--- config.mk ---
export PLATFORM = sky130hd
export DESIGN_NAME = svpwm_div
export DESIGN_NICKNAME = d
export VERILOG_FILES = /design/src/rtl/core/svpwm_pkg.sv /design/src/rtl/core/svpwm_div.sv
export SDC_FILE = /design/constraint.sdc
export NUM_CORES = 2
export LEC_CHECK = 0
export BUFFER_PORTS_ARGS = -buffer_cell sky130_fd_sc_hd__buf_2
export CORE_MARGIN = 5
export CORE_UTILIZATION = 49
export CTS_BUF_LIST = sky130_fd_sc_hd__clkbuf_4
export DETAILED_ROUTE_END_ITERATION = 10
export GPL_ROUTABILITY_DRIVEN = 0
export PLACE_DENSITY = 0.75
export SLEW_MARGIN = 40
export SYNTH_ARGS = -nofsm -noshare
export SYNTH_HDL_FRONTEND = slang
export SYNTH_SLANG_ARGS = --single-unit
--- constraint.sdc ---
create_clock -name clock -period 7.88 [get_ports clock]
set_input_delay 0.394 -clock clock [delete_from_list [all_inputs] [get_ports clock]]
set_output_delay 0.394 -clock clock [all_outputs]
set_load 0.01 [all_outputs]
--- src/rtl/core/svpwm_pkg.sv ---
package svpwm_pkg;

   // Q0.16 approximation of 1/sqrt(3)
   localparam logic [15:0] INV_SQRT3_Q16 = 16'd37837;
   localparam int unsigned QFRAC = 16;
   localparam logic [2:0] SECTOR_ZERO_BUS = 3'd1;

   // configuration register indexes
   localparam logic [0:0] REG_PWM_PERIOD = 1'b0;

   typedef enum logic [2:0] {
      SEC_1 = 3'd1,
      SEC_2 = 3'd2,
      SEC_3 = 3'd3,
      SEC_4 = 3'd4,
      SEC_5 = 3'd5,
      SEC_6 = 3'd6
   } sector_type;

endpackage

--- src/rtl/core/svpwm_div.sv ---
// Pipelined restoring divider: (|v| << 16) / bus, one quotient bit per stage,
// two operands divided in lock step. Sign handling and Q2.16 saturation at the end.
module svpwm_div #(
   parameter int VOLT_WIDTH = 16
) (
   input  logic                         clock,
   input  logic                         reset,
   input  logic                         enable,
   input  logic                         in_valid,
   input  logic signed [VOLT_WIDTH-1:0] v_a,
   input  logic signed [VOLT_WIDTH-1:0] v_b,
   input  logic [VOLT_WIDTH-1:0]        v_bus,
   output logic                         out_valid,
   output logic signed [18:0]           q_a,
   output logic signed [18:0]           q_b,
   output logic                         out_bus_zero
);
   localparam int NW = VOLT_WIDTH + svpwm_pkg::QFRAC;   // dividend width
   localparam int ST = NW;                             // one bit per stage
   localparam int RW = VOLT_WIDTH + 1;                  // partial remainder width

   logic [ST:0]            vld_ff;
   logic [NW-1:0]          na_ff [ST+1];
   logic [NW-1:0]          nb_ff [ST+1];
   logic [RW-1:0]          ra_ff [ST+1];
   logic [RW-1:0]          rb_ff [ST+1];
   logic [VOLT_WIDTH-1:0]  d_ff  [ST+1];
   logic [ST:0]            sa_ff;
   logic [ST:0]            sb_ff;

   logic [VOLT_WIDTH-1:0]  mag_a_in;
   logic [VOLT_WIDTH-1:0]  mag_b_in;

   assign mag_a_in = v_a[VOLT_WIDTH-1] ? VOLT_WIDTH'(-v_a) : VOLT_WIDTH'(v_a);
   assign mag_b_in = v_b[VOLT_WIDTH-1] ? VOLT_WIDTH'(-v_b) : VOLT_WIDTH'(v_b);

   // stage 0 capture
   always_ff @(posedge clock) begin
      if (reset) begin
         vld_ff[0] <= 1'b0;
      end else if (enable) begin
         vld_ff[0] <= in_valid;
      end
      if (enable) begin
         na_ff[0] <= {mag_a_in, {svpwm_pkg::QFRAC{1'b0}}};
         nb_ff[0] <= {mag_b_in, {svpwm_pkg::QFRAC{1'b0}}};
         ra_ff[0] <= '0;
         rb_ff[0] <= '0;
         d_ff[0]  <= v_bus;
         sa_ff[0] <= v_a[VOLT_WIDTH-1];
         sb_ff[0] <= v_b[VOLT_WIDTH-1];
      end
   end

   // one restoring step per stage; quotient bits shift into n
   for (genvar s = 0; s < ST; s++) begin : g_step
      logic [RW-1:0] tra_in, trb_in;
      logic [RW:0]   dfa_in, dfb_in;
      assign tra_in = {ra_ff[s][RW-2:0], na_ff[s][NW-1]};
      assign trb_in = {rb_ff[s][RW-2:0], nb_ff[s][NW-1]};
      assign dfa_in = {1'b0, tra_in} - {2'b0, d_ff[s]};
      assign dfb_in = {1'b0, trb_in} - {2'b0, d_ff[s]};
      always_ff @(posedge clock) begin
         if (reset) begin
            vld_ff[s+1] <= 1'b0;
         end else if (enable) begin
            vld_ff[s+1] <= vld_ff[s];
         end
         if (enable) begin
            ra_ff[s+1] <= dfa_in[RW] ? tra_in : dfa_in[RW-1:0];
            rb_ff[s+1] <= dfb_in[RW] ? trb_in : dfb_in[RW-1:0];
            na_ff[s+1] <= {na_ff[s][NW-2:0], ~dfa_in[RW]};
            nb_ff[s+1] <= {nb_ff[s][NW-2:0], ~dfb_in[RW]};
            d_ff[s+1]  <= d_ff[s];
            sa_ff[s+1] <= sa_ff[s];
            sb_ff[s+1] <= sb_ff[s];
         end
      end
   end

   // saturate magnitude and apply sign
   function automatic logic signed [18:0] sat_q(input logic [NW-1:0] q, input logic neg);
      logic [NW:0] lim;
      logic [17:0] m;
      lim = neg ? (NW+1)'(131072) : (NW+1)'(131071);
      m = ({1'b0, q} > lim) ? lim[17:0] : q[17:0];
      return neg ? -$signed({1'b0, m}) : $signed({1'b0, m});
   endfunction

   assign out_valid    = vld_ff[ST];
   assign q_a          = sat_q(na_ff[ST], sa_ff[ST]);
   assign q_b          = sat_q(nb_ff[ST], sb_ff[ST]);
   assign out_bus_zero = (d_ff[ST] == '0);
endmodule

Yosys cells after proc, flatten, opt, wreduce, memory -nomap -nowiden. Memories as Yosys holds them, arrays and structs flattened. Index checks and enable logic that the tools add are counted.

Register bits: 99. Bits in writable memories: 3762. Input bits: 52. Word-level logic and storage cells: 313. Memories kept: 5.

$add $sub $neg: 68. $lt $le $gt $ge: 2. Muxes and demuxes: 74. Bitwise logic cells: 64. Reduce and logical (&&, ||, !) cells: 1.

Memory list: na_ff (depth 33, width 32, rd ports 33, clocked after Yosys merged registers in 0, wr ports 33, line svpwm_div.sv:23) `logic [NW-1:0] na_ff [ST+1];`; nb_ff (depth 33, width 32, rd ports 33, clocked after Yosys merged registers in 0, wr ports 33, line svpwm_div.sv:24) `logic [NW-1:0] nb_ff [ST+1];`; ra_ff (depth 33, width 17, rd ports 32, clocked after Yosys merged registers in 0, wr ports 33, line svpwm_div.sv:25) `logic [RW-1:0] ra_ff [ST+1];`; rb_ff (depth 33, width 17, rd ports 32, clocked after Yosys merged registers in 0, wr ports 33, line svpwm_div.sv:26) `logic [RW-1:0] rb_ff [ST+1];`; d_ff (depth 33, width 16, rd ports 33, clocked after Yosys merged registers in 0, wr ports 33, line svpwm_div.sv:27) `logic [VOLT_WIDTH-1:0] d_ff [ST+1];`.

Operator list (number): $sub 17x16->18 (64); $mux 17 (64); $mux 18 (4); $gt 32x18->1 (2); $not 1->1 (64); $mux 19 (2); $neg 18->19 (2); $mux 16 (2); $neg 16->16 (2); $logic_not 16->1 (1); $mux 1 (2).

Depth between registers and ports, before layout.
Depth in word-level cells: 5. Mapped depth: 20.

Least setup slack after synthesis. OpenSTA, ideal clock, no wires.

Path type: flip-flop to output port. Start point: register sb_ff[32]. End point: output q_b[12]. Arrival time: 4564 ps. Slack: 2922 ps. Stages on the path, launching flop included: 20. Path buffers: 4. Cell sequence: edfxtp_1 > clkbuf_1 > clkinv_1 > clkbuf_1 > ha_1 > nor2b_1 > o21bai_1 > a311oi_1 > nor4_1 > o21bai_1 > clkbuf_1 > nand2_1 > o21ai_0 > ha_1 > clkbuf_1 > or4b_1 > or2_2 > nand3_1 > nor2_1 > a211oi_1.

Word-level cells in the longest chain between the ends: 5.

RTL lines: start: declaration (line svpwm_div.sv:29) `logic [ST:0] sb_ff;`; start signal: indexed assignment (line svpwm_div.sv:76) `sb_ff[s+1] <= sb_ff[s];`; $mux 18 (line svpwm_div.sv:85) `lim = neg ? (NW+1)'(131072) : (NW+1)'(131071);`; $gt 32x18->1 (line svpwm_div.sv:86) `m = ({1'b0, q} > lim) ? lim[17:0] : q[17:0];`; $mux 18 (line svpwm_div.sv:86); $neg 18->19 (line svpwm_div.sv:87) `return neg ? -$signed({1'b0, m}) : $signed({1'b0, m});`; $mux 19 * (line svpwm_div.sv:87); end: declaration (line svpwm_div.sv:15) `output logic signed [18:0] q_b,`.

Mark *: on every way between the ends. The rest lies on a longest branch, timed or not.

Final worst setup path.
Start point: register sb_ff[32]. End point: output q_b[16].

The elaborated chain is that of the path after synthesis.

==> impl_metrics.csv <==
group,metric,value,unit
worst_hold_path,worst_hold_path.num_cells,3,
logic_synthesis,yosys-top-cells-area,"edfxtp_1 (59%), ha_1 (8.5%), mux2_2 (3.1%)",
logic_synthesis,synth_edf_count,2914,
final_layout,regArea,88200,µm²
grt,grtUsageTotal,18.8,%
logic_synthesis,synth_top_cell_area_share,59.2,%
routing,drc,0,
clocking,postCtsHoldBufs,135,
routing,wirelength,305000,µm
final_layout,fillCellCount,24000,
clocking,cts_max_level,6,
logic_synthesis,syn_inst,11200,
timing,fin_skew,0.126,ns
clocking,cts_buffer_depth,4,
logic_synthesis,synth_area_leader_cell,"edfxtp_1",
timing,setup_viol,0,
floorplanning,fp-row-count,201,
routing,drt_pass1_iterations,8,
timing,min_period_over_period,85.8,%
timing,min_period,6.76,ns
logic_synthesis,postSynthAreaPerCell,13.2,µm²
final_layout,finalNetCount,13200,
clocking,root_buffer,"clkbuf_4",
floorplanning,die-height,559,µm
pwr,peakVddDrop,0.183,mV
job,cap_violations,0,
critical_path,cp_common_cell,"ha_1",
logic_synthesis,yosys.cell_count.top_type,"edfxtp_1",
floorplanning,start_util,49.2,%
clocking,cts_setup_buffers,0,
critical_path,slowest_stage,"clkinv_1",
timing,whs,0.196,ns
clocking,cts_tree,"done",
final_layout,drive_gt1_share,16.4,%
final_layout,area_growth,10.8,%
critical_path,path_class,"flip-flop to output port",
floorplanning,ioPinCount,92,
timing,rsz0062_at_grt,"false",
clocking,clk_latency,1.31,ns
timing,tns,0,ns
routing,drt_iter0_markers,8539,
timing,hold_viol_final,0,
logic_synthesis,synth_warnings,0,
critical_path,slowest_delay,0.55,ns
grt,grt_pass1_wl,490000,µm
critical_path,crit_fanout,41,
clocking,clkSinkCount,2947,
logic_synthesis,ys_seq_elements,2947,
grt,grt-ovfl-total,0,
logic_synthesis,synthFlopType,"edfxtp_1",
logic_synthesis,synth.distinct_cells,87,
clocking,cts.repair.resized,0,
floorplanning,dieWidth,559,µm
routing,routedWlPerCell,18.4,µm
clocking,clkTransAtPathRegs,0.07,ns
routing,avgViaCountPerCell,5.71,
placed_design,io_buffers,91,
grt,antenna_found_initial,13,
logic_synthesis,synth_common_cells,"edfxtp_1 (2914), nor2_1 (1105), ha_1 (1004)",
critical_path,worstPathArrival,6.36,ns
critical_path,required,7.49,ns
placed_design,dp_hpwl,216000,µm
timing,slew_violations,0,
pwr,power_density,386,nW/µm²
critical_path,r2r_cells,9,
floorplanning,die-area,313000,µm²
final_layout,multi_input_area,56300,µm²
grt,grt_pass1_vias,96100,
floorplanning,core_area,300000,µm²
pwr,p_leak,0.0629,µW
logic_synthesis,syn_area,148000,µm²
clocking,cts_inserted_buffers,735,
routing,ant_nets,0,
worst_hold_path,hold_class,"primary input to flip-flop",
critical_path,crit_path_cell_trace,"buf_4, clkinv_1, ha_1, nor2b_1, o21bai_1, a311oi_1, nor4_1, o21bai_4, nand2_1, o21ai_0, ha_1, or4b_1, or2_2, o211ai_1, a21oi_1, nor2_1, buf_2",
routing,num_vias,94600,
timing,worstMarginPinSlew,0.989,ns
logic_synthesis,async_reset_ff_share,0,%
logic_synthesis,yosysSeqAreaShare,59.7,%
critical_path,cp-end-kind,"output port",
run_status,status,"finished clean",
grt,grt_max_degree,174,
timing,max_slew_margin,33.8,%
critical_path,crit_path_start_kind,"flip-flop",
pwr,power.total,63200,µW
timing,timing.fmax,0.148,GHz
## layer usage
metal | global-route usage, % | vias to the layer above | routed length, µm
li1 | - | 44800 | -
met1 | 24.5 | 45300 | 128000
met2 | 31.0 | 3601 | 144000
met3 | 3.16 | 897 | 19000
met4 | 8.76 | 8 | 12900
met5 | 0 | - | 60
## placed cells by master, fill, tap and decap left out, types with 136 or more instances in the layout
cell      count
edfxtp_1   2914
nor2_1     1105
clkbuf_4   1037
ha_1       1004
a21oi_1     852
inv_1       664
xnor2_1     486
o21ai_0     455
mux2_2      407
nand2_1     364
o21a_1      338
nor3_1      218
mux2_4      146
mux2i_1     145
clkinv_1    136
## sequential cells by signal (all words and copies together) (netlist names)
signal	flops
sa_ff	33
d_ff	528
na_ff	664
nb_ff	664
rb_ff	496
vld_ff	32
sb_ff	33
out_valid	1
ra_ff	496
## worst max-delay path, delay by kind of cell, from the launching register on
kind	cells	cell delay, ns
fa+ha+maj	2	0.82
simple gates	6	1.46
compound gates	6	1.37
flops	1	0.32
buf+inv	3	1.06
## per-stage QoR
step	utilization (%)	setup slack [ns]	instances	area [µm²]
after global placement	50.9	2.38	15200	153000
after global routing	54.6	0.583	16600	164000
after CTS	54.5	1.03	16600	163000
after detailed placement	51.0	2.57	15200	153000
after floorplan	-	2.92	11200	148000
final	54.6	1.12	16600	164000
## layout make-up
type	instances	share of cell area (%)
flip-flops and latches	2947	53.9
inverters	665	1.53
well taps	3958	3.03
clock buffers	1037	4.76
clock inverters	227	0.839
multi-input cells	7441	34.4
diodes	4	0.00612
repair buffers	288	1.61
## where the power goes
group	leakage (µW)	switching, µW	internal, µW
combinational	0.0288	14100	12300
clock	0.00545	6070	6420
sequential	0.0287	2050	22200
total	0.0629	22300	40900
## logic make-up (layout without fill, tap and decap cells)
family / Yosys count / in the layout / synth area share, %
AO/OA/AOI/OAI: 2629 / 2629 / 11.5
flip-flops: 2947 / 2947 / 59.7
other: 1 / 18 / 0.00254
buffers and inverters: 817 / 2217 / 2.41
multiplexers: 702 / 702 / 5.60
AND/OR/NAND/NOR: 2417 / 2417 / 7.82
adder cells (fa/ha/maj): 1064 / 1064 / 9.32
XOR/XNOR: 615 / 615 / 3.65
## path summary, 6_finish.rpt
kind | from | endpoint | slack [ns]
max | sb_ff[32]$_DFFE_PP_ | q_b[16] | 1.12
min | v_a[15] | na_ff[0][17]$_DFFE_PP_ | 0.20
max reg2reg | d_ff[0][136]$_DFFE_PP_ | ra_ff[0][158]$_DFFE_PP_ | 4.06
min reg2reg | na_ff[0][454]$_DFFE_PP_ | na_ff[0][487]$_DFFE_PP_ | 0.31
(Power assumes the default switching activity.)
