## src/rtl/core/svpwm_pkg.sv

```systemverilog
package svpwm_pkg;

   // Q0.16 approximation of 1/sqrt(3)
   localparam logic [15:0] INV_SQRT3_Q16 = 16'd37837;
   localparam int unsigned QFRAC = 16;
   localparam logic [2:0] SECTOR_ZERO_BUS = 3'd1;

   // configuration register indexes
   localparam logic [0:0] REG_PWM_PERIOD = 1'b0;

   typedef enum logic [2:0] {
      SEC_1 = 3'd1,
      SEC_2 = 3'd2,
      SEC_3 = 3'd3,
      SEC_4 = 3'd4,
      SEC_5 = 3'd5,
      SEC_6 = 3'd6
   } sector_type;

endpackage

```

## src/rtl/core/svpwm_time.sv

```systemverilog
// Sector search, active-vector times and centred, clamped duties.
// Stages: multiply, sector and time sums, period product, centring, clamp.
module svpwm_time #(
   parameter int PERIOD_WIDTH = 16
) (
   input  logic                      clock,
   input  logic                      reset,
   input  logic                      enable,
   input  logic                      in_valid,
   input  logic signed [18:0]        q_a,
   input  logic signed [18:0]        q_b,
   input  logic                      in_bus_zero,
   input  logic [PERIOD_WIDTH-1:0]   period,
   output logic                      out_valid,
   output logic [PERIOD_WIDTH-1:0]   duty_u,
   output logic [PERIOD_WIDTH-1:0]   duty_v,
   output logic [PERIOD_WIDTH-1:0]   duty_w,
   output logic [2:0]                sector,
   output logic                      bus_zero
);
   localparam int XW = 40;                      // Q.32 working width
   localparam int DW = PERIOD_WIDTH + 4;        // signed duty width
   localparam int PW = 36 + PERIOD_WIDTH;

   // stage 1: a<<16 and K*b
   logic [4:0]               vld_ff;
   logic signed [XW-1:0]     a1_ff, kb1_ff;
   logic                     z1_ff;
   always_ff @(posedge clock) begin
      if (reset) begin
         vld_ff <= '0;
      end else if (enable) begin
         vld_ff <= {vld_ff[3:0], in_valid};
      end
      if (enable) begin
         a1_ff  <= XW'(q_a) <<< 16;
         kb1_ff <= XW'(q_b) * XW'($signed({1'b0, svpwm_pkg::INV_SQRT3_Q16}));
         z1_ff  <= in_bus_zero;
      end
   end

   // stage 2: sector and the two Q.32 times
   svpwm_pkg::sector_type sec_in;
   logic signed [XW-1:0]  x1_in, x2_in;
   always_comb begin
      if (kb1_ff >= 0) begin
         if (a1_ff >= 0) sec_in = (kb1_ff > a1_ff) ? svpwm_pkg::SEC_2 : svpwm_pkg::SEC_1;
         else sec_in = (-kb1_ff > a1_ff) ? svpwm_pkg::SEC_3 : svpwm_pkg::SEC_2;
      end else begin
         if (a1_ff >= 0) sec_in = (-kb1_ff > a1_ff) ? svpwm_pkg::SEC_5 : svpwm_pkg::SEC_6;
         else sec_in = (kb1_ff > a1_ff) ? svpwm_pkg::SEC_4 : svpwm_pkg::SEC_5;
      end
      case (sec_in)
         svpwm_pkg::SEC_1: begin
            x1_in = a1_ff - kb1_ff;  x2_in = kb1_ff <<< 1;
         end
         svpwm_pkg::SEC_2: begin
            x1_in = a1_ff + kb1_ff;  x2_in = kb1_ff - a1_ff;
         end
         svpwm_pkg::SEC_3: begin
            x1_in = kb1_ff <<< 1;    x2_in = -a1_ff - kb1_ff;
         end
         svpwm_pkg::SEC_4: begin
            x1_in = kb1_ff - a1_ff;  x2_in = -(kb1_ff <<< 1);
         end
         svpwm_pkg::SEC_5: begin
            x1_in = -a1_ff - kb1_ff; x2_in = a1_ff - kb1_ff;
         end
         default: begin
            x1_in = -(kb1_ff <<< 1); x2_in = a1_ff + kb1_ff;
         end
      endcase
   end

   svpwm_pkg::sector_type sec2_ff;
   logic [XW-1:0]         m1_ff, m2_ff;
   logic                  n1_ff, n2_ff, z2_ff;
   always_ff @(posedge clock) begin
      if (enable) begin
         sec2_ff <= sec_in;
         n1_ff   <= x1_in[XW-1];
         n2_ff   <= x2_in[XW-1];
         m1_ff   <= x1_in[XW-1] ? XW'(-x1_in) : XW'(x1_in);
         m2_ff   <= x2_in[XW-1] ? XW'(-x2_in) : XW'(x2_in);
         z2_ff   <= z1_ff;
      end
   end

   // stage 3: scale by period, truncate toward zero
   logic [PW-1:0]          p1_in, p2_in;
   logic signed [DW-1:0]   t1_ff, t2_ff;
   svpwm_pkg::sector_type  sec3_ff;
   logic                   z3_ff;
   assign p1_in = PW'(m1_ff[35:0]) * PW'(period);
   assign p2_in = PW'(m2_ff[35:0]) * PW'(period);
   always_ff @(posedge clock) begin
      if (enable) begin
         t1_ff   <= n1_ff ? -$signed(DW'(p1_in >> 32)) : $signed(DW'(p1_in >> 32));
         t2_ff   <= n2_ff ? -$signed(DW'(p2_in >> 32)) : $signed(DW'(p2_in >> 32));
         sec3_ff <= sec2_ff;
         z3_ff   <= z2_ff;
      end
   end

   // stage 4: centring
   logic signed [DW-1:0]  lead_in;
   logic signed [DW-1:0]  du_in, dv_in, dw_in;
   logic signed [DW-1:0]  du_ff, dv_ff, dw_ff;
   svpwm_pkg::sector_type sec4_ff;
   logic                  z4_ff;
   assign lead_in = ($signed(DW'({1'b0, period})) + t1_ff + t2_ff) >>> 1;
   always_comb begin
      case (sec3_ff)
         svpwm_pkg::SEC_1: begin
            du_in = lead_in; dv_in = du_in - t1_ff; dw_in = dv_in - t2_ff;
         end
         svpwm_pkg::SEC_2: begin
            dv_in = lead_in; du_in = dv_in - t2_ff; dw_in = du_in - t1_ff;
         end
         svpwm_pkg::SEC_3: begin
            dv_in = lead_in; dw_in = dv_in - t1_ff; du_in = dw_in - t2_ff;
         end
         svpwm_pkg::SEC_4: begin
            dw_in = lead_in; dv_in = dw_in - t2_ff; du_in = dv_in - t1_ff;
         end
         svpwm_pkg::SEC_5: begin
            dw_in = lead_in; du_in = dw_in - t1_ff; dv_in = du_in - t2_ff;
         end
         default: begin
            du_in = lead_in; dw_in = du_in - t2_ff; dv_in = dw_in - t1_ff;
         end
      endcase
   end
   always_ff @(posedge clock) begin
      if (enable) begin
         du_ff <= du_in; dv_ff <= dv_in; dw_ff <= dw_in;
         sec4_ff <= sec3_ff;
         z4_ff   <= z3_ff;
      end
   end

   // stage 5: clamp to 0..period
   function automatic logic [PERIOD_WIDTH-1:0] clamp(input logic signed [DW-1:0] d,
                                                     input logic [PERIOD_WIDTH-1:0] p);
      if (d < 0) return '0;
      if (d > $signed(DW'({1'b0, p}))) return p;
      return d[PERIOD_WIDTH-1:0];
   endfunction

   logic [PERIOD_WIDTH-1:0] u_ff, v_ff, w_ff;
   logic [2:0]              s_ff;
   logic                    z5_ff;
   always_ff @(posedge clock) begin
      if (enable) begin
         u_ff  <= z4_ff ? '0 : clamp(du_ff, period);
         v_ff  <= z4_ff ? '0 : clamp(dv_ff, period);
         w_ff  <= z4_ff ? '0 : clamp(dw_ff, period);
         s_ff  <= z4_ff ? svpwm_pkg::SECTOR_ZERO_BUS : 3'(sec4_ff);
         z5_ff <= z4_ff;
      end
   end

   assign out_valid = vld_ff[4];
   assign duty_u    = u_ff;
   assign duty_v    = v_ff;
   assign duty_w    = w_ff;
   assign sector    = s_ff;
   assign bus_zero  = z5_ff;
endmodule
```

## config.mk

```make
export PLATFORM = sky130hd
export DESIGN_NAME = svpwm_time
export DESIGN_NICKNAME = d
export VERILOG_FILES = /design/src/rtl/core/svpwm_pkg.sv /design/src/rtl/core/svpwm_time.sv
export SDC_FILE = /design/constraint.sdc
export NUM_CORES = 2
export LEC_CHECK = 0
export BUFFER_PORTS_ARGS = -buffer_cell sky130_fd_sc_hd__buf_2
export CELL_PAD_IN_SITES_DETAIL_PLACEMENT = 1
export CELL_PAD_IN_SITES_GLOBAL_PLACEMENT = 1
export CORE_ASPECT_RATIO = 0.75
export CORE_UTILIZATION = 52
export CTS_CLUSTER_SIZE = 16
export DETAILED_ROUTE_END_ITERATION = 12
export PLACE_DENSITY_LB_ADDON = 0.1
export SLEW_MARGIN = 30
export SYNTH_ARGS = -nofsm -noshare
export SYNTH_HDL_FRONTEND = slang
export SYNTH_SLANG_ARGS = --single-unit
```

## constraint.sdc

```tcl
create_clock -name clock -period 9.85 [get_ports clock]
set_input_delay 0.985 -clock clock [delete_from_list [all_inputs] [get_ports clock]]
set_output_delay 0.985 -clock clock [all_outputs]
set_load 0.005 [all_outputs]
```

After elaboration in Yosys (flattened, before gate mapping)
Cells that the tools add are included.
{"block": "op_classes", "addsub": 17, "mul": 3, "magnitude_cmp": 10, "eq_ne": 10, "mux": 43, "reduce_logical": 2}
{"op": "case mux 40 bit (5 select lines)", "n": 2}
{"op": "case mux 20 bit (4 select lines)", "n": 3}
{"op": "two-way mux 16 bit", "n": 12}
{"op": "multiplier 36 x 16 -> 52 bit", "n": 2}
{"op": "greater-than comparator 40 x 35 -> 1 bit", "n": 2}
{"op": "negator 40 bit", "n": 2}
{"op": "two-way mux 36 bit", "n": 2}
{"op": "negator 36 bit", "n": 2}
{"op": "greater-than comparator 20 x 17 -> 1 bit", "n": 3}
{"op": "< comparator 20 x 1 -> 1 bit (second input constant)", "n": 3}
{"op": "adder 35 x 40 -> 40 bit", "n": 1}
{"op": ">= comparator 40 x 1 -> 1 bit (second input constant)", "n": 1}
{"op": "two-way mux 20 bit", "n": 2}
{"op": "negator 20 bit", "n": 2}
{"op": "negator 35 -> 40 bit", "n": 1}
{"op": "subtractor 19 x 20 -> 20 bit", "n": 2}
{"op": "subtractor 20 bit", "n": 2}
{"op": "subtractor 35 x 40 -> 40 bit", "n": 1}
{"op": "subtractor 40 x 35 -> 40 bit", "n": 1}
{"op": "subtractor 40 bit", "n": 1}
{"op": "multiplier 19 x 17 -> 36 bit (second input constant)", "n": 1}
{"op": ">= comparator 35 x 1 -> 1 bit (second input constant)", "n": 1}
{"op": "adder 17 x 20 -> 20 bit", "n": 1}
{"op": "adder 20 bit", "n": 1}
{"op": "other kinds (7)", "n": 34}
{"block": "word_totals", "reg_bits": 303, "in_bits": 59, "out_inout_bits": 53, "wordCells": 109}

Longest topological paths before layout
{"block": "depth", "depth_word": 9, "depth_mapped": 33, "mapped_depth_nobuf": 32}

Least setup slack after synthesis
Ideal clock, no wire load.
{"block": "synth_path", "path_type": "in2reg", "start": "input port period[1]", "end": "register t1_ff[19], data pin", "setup_time_ns": 0.266, "arrival_time_ns": 8.273, "required_ns": 9.584, "slack_ns": 1.311, "path_stages": 25, "n_path_buf": 2, "path_cell_list": "clkbuf_1 -> clkbuf_1 -> nand2_1 -> fa_1 -> fa_1 -> fa_1 -> inv_1 -> fa_1 -> fa_1 -> inv_1 -> fa_1 -> inv_1 -> ha_1 -> a21oi_1 -> o21ai_0 -> or3_1 -> o31a_1 -> o211a_1 -> o41ai_2 -> o21ai_0 -> a21oi_1 -> xnor2_1 -> or4_1 -> o41ai_1 -> xnor2_1"}
{"block": "synth_between", "elab_chain_cells": 3}
{"item": "start: declaration", "line": "svpwm_time.sv:13", "source": "input logic [PERIOD_WIDTH-1:0] period,"}
{"item": "multiplier 36 x 16 -> 52 bit *", "line": "svpwm_time.sv:94", "source": "assign p1_in = PW'(m1_ff[35:0]) * PW'(period);"}
{"item": "negator 20 bit", "line": "svpwm_time.sv:98", "source": "t1_ff <= n1_ff ? -$signed(DW'(p1_in >> 32)) : $signed(DW'(p1_in >> 32));"}
{"item": "two-way mux 20 bit *", "line": "svpwm_time.sv:98"}
{"item": "end signal: assignment", "line": "svpwm_time.sv:98"}
{"item": "end: declaration", "line": "svpwm_time.sv:91", "source": "logic signed [DW-1:0] t1_ff, t2_ff;"}
Every way passes the cells marked *; elsewhere a longest branch is shown, timed or not.
A chain may end at the register's enable or synchronous reset.

Final worst setup path
{"block": "layout_path", "start": "register m1_ff[15]", "end": "register t1_ff[19], data pin"}
{"block": "layout_between", "elab_chain_cells": 3}
{"item": "start: declaration", "line": "svpwm_time.sv:76", "source": "logic [XW-1:0] m1_ff, m2_ff;"}
{"item": "start signal: assignment", "line": "svpwm_time.sv:83", "source": "m1_ff <= x1_in[XW-1] ? XW'(-x1_in) : XW'(x1_in);"}
{"item": "multiplier 36 x 16 -> 52 bit *", "line": "svpwm_time.sv:94"}
{"item": "negator 20 bit", "line": "svpwm_time.sv:98"}
{"item": "two-way mux 20 bit *", "line": "svpwm_time.sv:98"}
Marked as above.

==> metrics.yaml <==
outcome: "complete, no violations"
min_period_ns: 9.218
post_cts_buffers: 0
max_clock_freq_mhz: 108.5
ant_nets: 0
drt-initial-drc-count: 5519
finalCritPeriodShare_pct: 93.58
firstDrtPassIters: 6
synth.area.top_cells: "fa_1 (31%), edfxtp_1 (13%), ha_1 (12%)"
post-dp-hpwl_um: 208400
ys_ff_latch: 299
multi_input_area_sq_mm: 0.05500
worst-setup-path-type: "flop to flop"
setup_viol: 0
rsz0062_at_grt: "no"
fillCellCount: 15490
hp-class: "flop to flop"
critPathArrivalTime_ns: 9.56
synth_area_leader_cell: "fa_1"
cts_buffers: 38
async_flop_share_pct: 0
regArea_sq_mm: 0.008929
maxSlewViolCount: 0
root_buffer: "clkbuf_16"
clk_path_buf_depth: 3
cts_resized: 0
syn_area_per_cell_sq_um: 8.863
syn_area_sq_mm: 0.07053
gp_congestion: 0.9733
synth-warning-count: 0
worst_setup_path_end_kind: "flop"
worstMarginPinSlew_ns: 1.045
antenna_found_initial: 10
wl_um: 259200
synthDistinctLibCells: 114
path_max_fanout: 16
row_count: 116
fin_cells: 9720
cp.required_ns: 10.19
yosysSeqAreaShare_pct: 12.66
io_pins: 112
synth_cells: 7958
final_nets: 9750
synth-edff-count: 294
initial_core_util_pct: 52.65
cts_hold_buf: 0
max_slew_margin_pct: 30.08
grt_pass1_wl_um: 396500
clkLatencyLatePin_ns: 0.66
path_clk_slew_ns: 0.06
grt_max_degree: 135
numPortBuffers: 111
skew_ns: 0.06833
die_x_um: 427.3
dp.cells: 9646
grt_pass1_vias: 64000
cp-start-kind: "flop"
drv_cap: 0
htreeDepth: 2
cts_tree: "done"
die_area_sq_mm: 0.1371
grt_overflow_total: 0
avgViaCountPerCell: 6.148
hold_viol: 0
wl_per_cell_um: 26.67
drcViolationCount: 0
fin_tns_setup_ns: 0
synth_ff_type: "edfxtp_1"
area_delta_synth_final_pct: 6.152
grtUsageTotal_pct: 38.20
yosys.area.top_type_share_pct: 30.80
vias: 59760
cts_sinks: 299
drive_above_1_share_pct: 5.902
syn_nets: 9791
core_sq_mm: 0.1340
die_y_um: 321.0
==> per-stage QoR <==
stage / setup WS (ns) / area (sq um) / util, % / hold WS (ns)
6_report: 0.6319 / 74870 / 55.89 / 0.4329
5_1_grt: 0.2237 / 74860 / 55.88 / 0.4365
4_1_cts: 0.6693 / 74830 / 55.86 / 0.4344
2_1_floorplan: 1.311 / 70530 / - / 0.4003
3_3_place_gp: 0.4947 / 73500 / 54.87 / 0.4102
3_5_place_dp: 0.3413 / 73560 / 54.91 / 0.4055
==> routing by layer <==
layer	vias to the layer above	global-route usage, %	routed length [um]
met4	2	7.683	5246
met1	31090	56.62	116700
met3	343	10.17	27840
met2	2513	55.79	109400
met5	-	0	18
li1	25820	-	-
==> cell usage after synthesis, types with 12 or more instances <==
library cell,count
and2_1,482
buf_2,17
fa_1,1085
o31ai_1,55
o31a_1,14
nand2b_1,43
o211ai_1,50
or2_2,22
a211o_1,14
ha_1,689
o21ai_1,22
o221ai_1,19
a211oi_1,56
mux2_2,13
edfxtp_1,294
clkbuf_1,317
o41ai_1,12
o22ai_1,29
nor2b_1,51
mux2i_1,85
o21bai_1,44
nand3_1,97
buf_1,26
a21oi_1,344
inv_1,1385
nor2_1,373
o21ai_0,222
a221o_1,16
a31oi_1,40
o21a_1,37
and3_1,43
nand2_1,954
a22oi_1,18
o2111ai_1,17
xor2_1,91
or3_1,36
nor4_1,22
nor3_1,100
a21o_1,80
xnor2_1,285
nand4_1,43
a221oi_1,41
==> registers in the layout (all words and copies together) (netlist names), 3 cells and up <==
register / cells
duty_v: 16
t2_ff: 20
t1_ff: 20
duty_w: 16
dw_ff: 20
vld_ff: 5
dv_ff: 20
sec2_ff: 3
duty_u: 16
sector: 3
du_ff: 20
sec4_ff: 3
sec3_ff: 3
m1_ff: 36
a1_ff: 19
kb1_ff: 36
m2_ff: 36
==> kinds of logic (layout without fill, tap and decap cells) <==
group,after synthesis,count (layout),synth area share [%]
AND/OR/NAND/NOR,2341,2341,16.05
adder cells (fa/ha/maj),1777,1777,43.06
buffers and inverters,1766,1754,9.519
AO/OA/AOI/OAI,1292,1292,12.37
XOR/XNOR,377,377,4.703
flip-flops,299,299,12.66
multiplexers,106,106,1.646
other,0,4,0
==> cells in the final DEF, fill, tap and decap left out, types with 22 or more instances in the layout <==
master,netlist,layout
o21ai_0,222,221
buf_2,17,103
edfxtp_1,294,294
fa_1,1085,1085
a21o_1,80,80
xnor2_1,285,285
o211ai_1,50,50
a211oi_1,56,53
nand4_1,43,43
or3_1,36,36
nand3_1,97,97
a31oi_1,40,40
mux2i_1,85,85
nor2_1,373,373
o22ai_1,29,29
o21bai_1,44,44
nand2b_1,43,43
clkbuf_16,0,38
a21oi_1,344,342
buf_4,7,163
a221oi_1,41,41
inv_1,1385,1384
ha_1,689,689
or2_2,22,22
o31ai_1,55,55
nor2b_1,51,51
nand2_1,954,954
and3_1,43,43
and2_1,482,482
xor2_1,91,91
nor3_1,100,100
o21a_1,37,37
==> path summary, 6_finish.rpt <==
kind | start | to | slack [ns] | cells past startpoint
worst max-delay path | m1_ff[15] | t1_ff[19] | 0.63 | 23
worst max register to register | m1_ff[15] | t1_ff[19] | 0.63 | 23
worst min register to register | z3_ff | z4_ff | 0.43 | 0
worst min-delay path | z3_ff | z4_ff | 0.43 | 0
==> critical path: stages (launching register included) <==
cell and delay, ns:
edfxtp_1 1.02, nand2_1 0.20, fa_1 0.54, fa_1 0.56
fa_1 0.56, inv_1 0.07, fa_1 0.49, fa_1 0.50
inv_1 0.05, fa_1 0.47, inv_1 0.04, ha_1 0.31
a21oi_1 0.27, o21ai_0 0.15, or3_1 0.39, o31a_1 0.36
o211a_1 0.30, o41ai_2 0.68, o21ai_0 0.30, a21oi_1 0.26
xnor2_1 0.19, or4_1 0.63, o41ai_1 0.43, xnor2_1 0.11
==> cell type report <==
class	instances	share of cell area (%)
Multi-Input combinational cell	5893	73.47
Sequential cell	299	11.93
Inverter	1394	6.989
Tap cell	1770	2.958
Timing Repair Buffer	291	2.955
Clock buffer	43	1.295
Clock inverter	26	0.3994
Antenna cell	4	0.01337
Power is left out: the tool's default activity adds up to more than one toggle a clock period on the data nets, which glitch-free logic cannot reach.
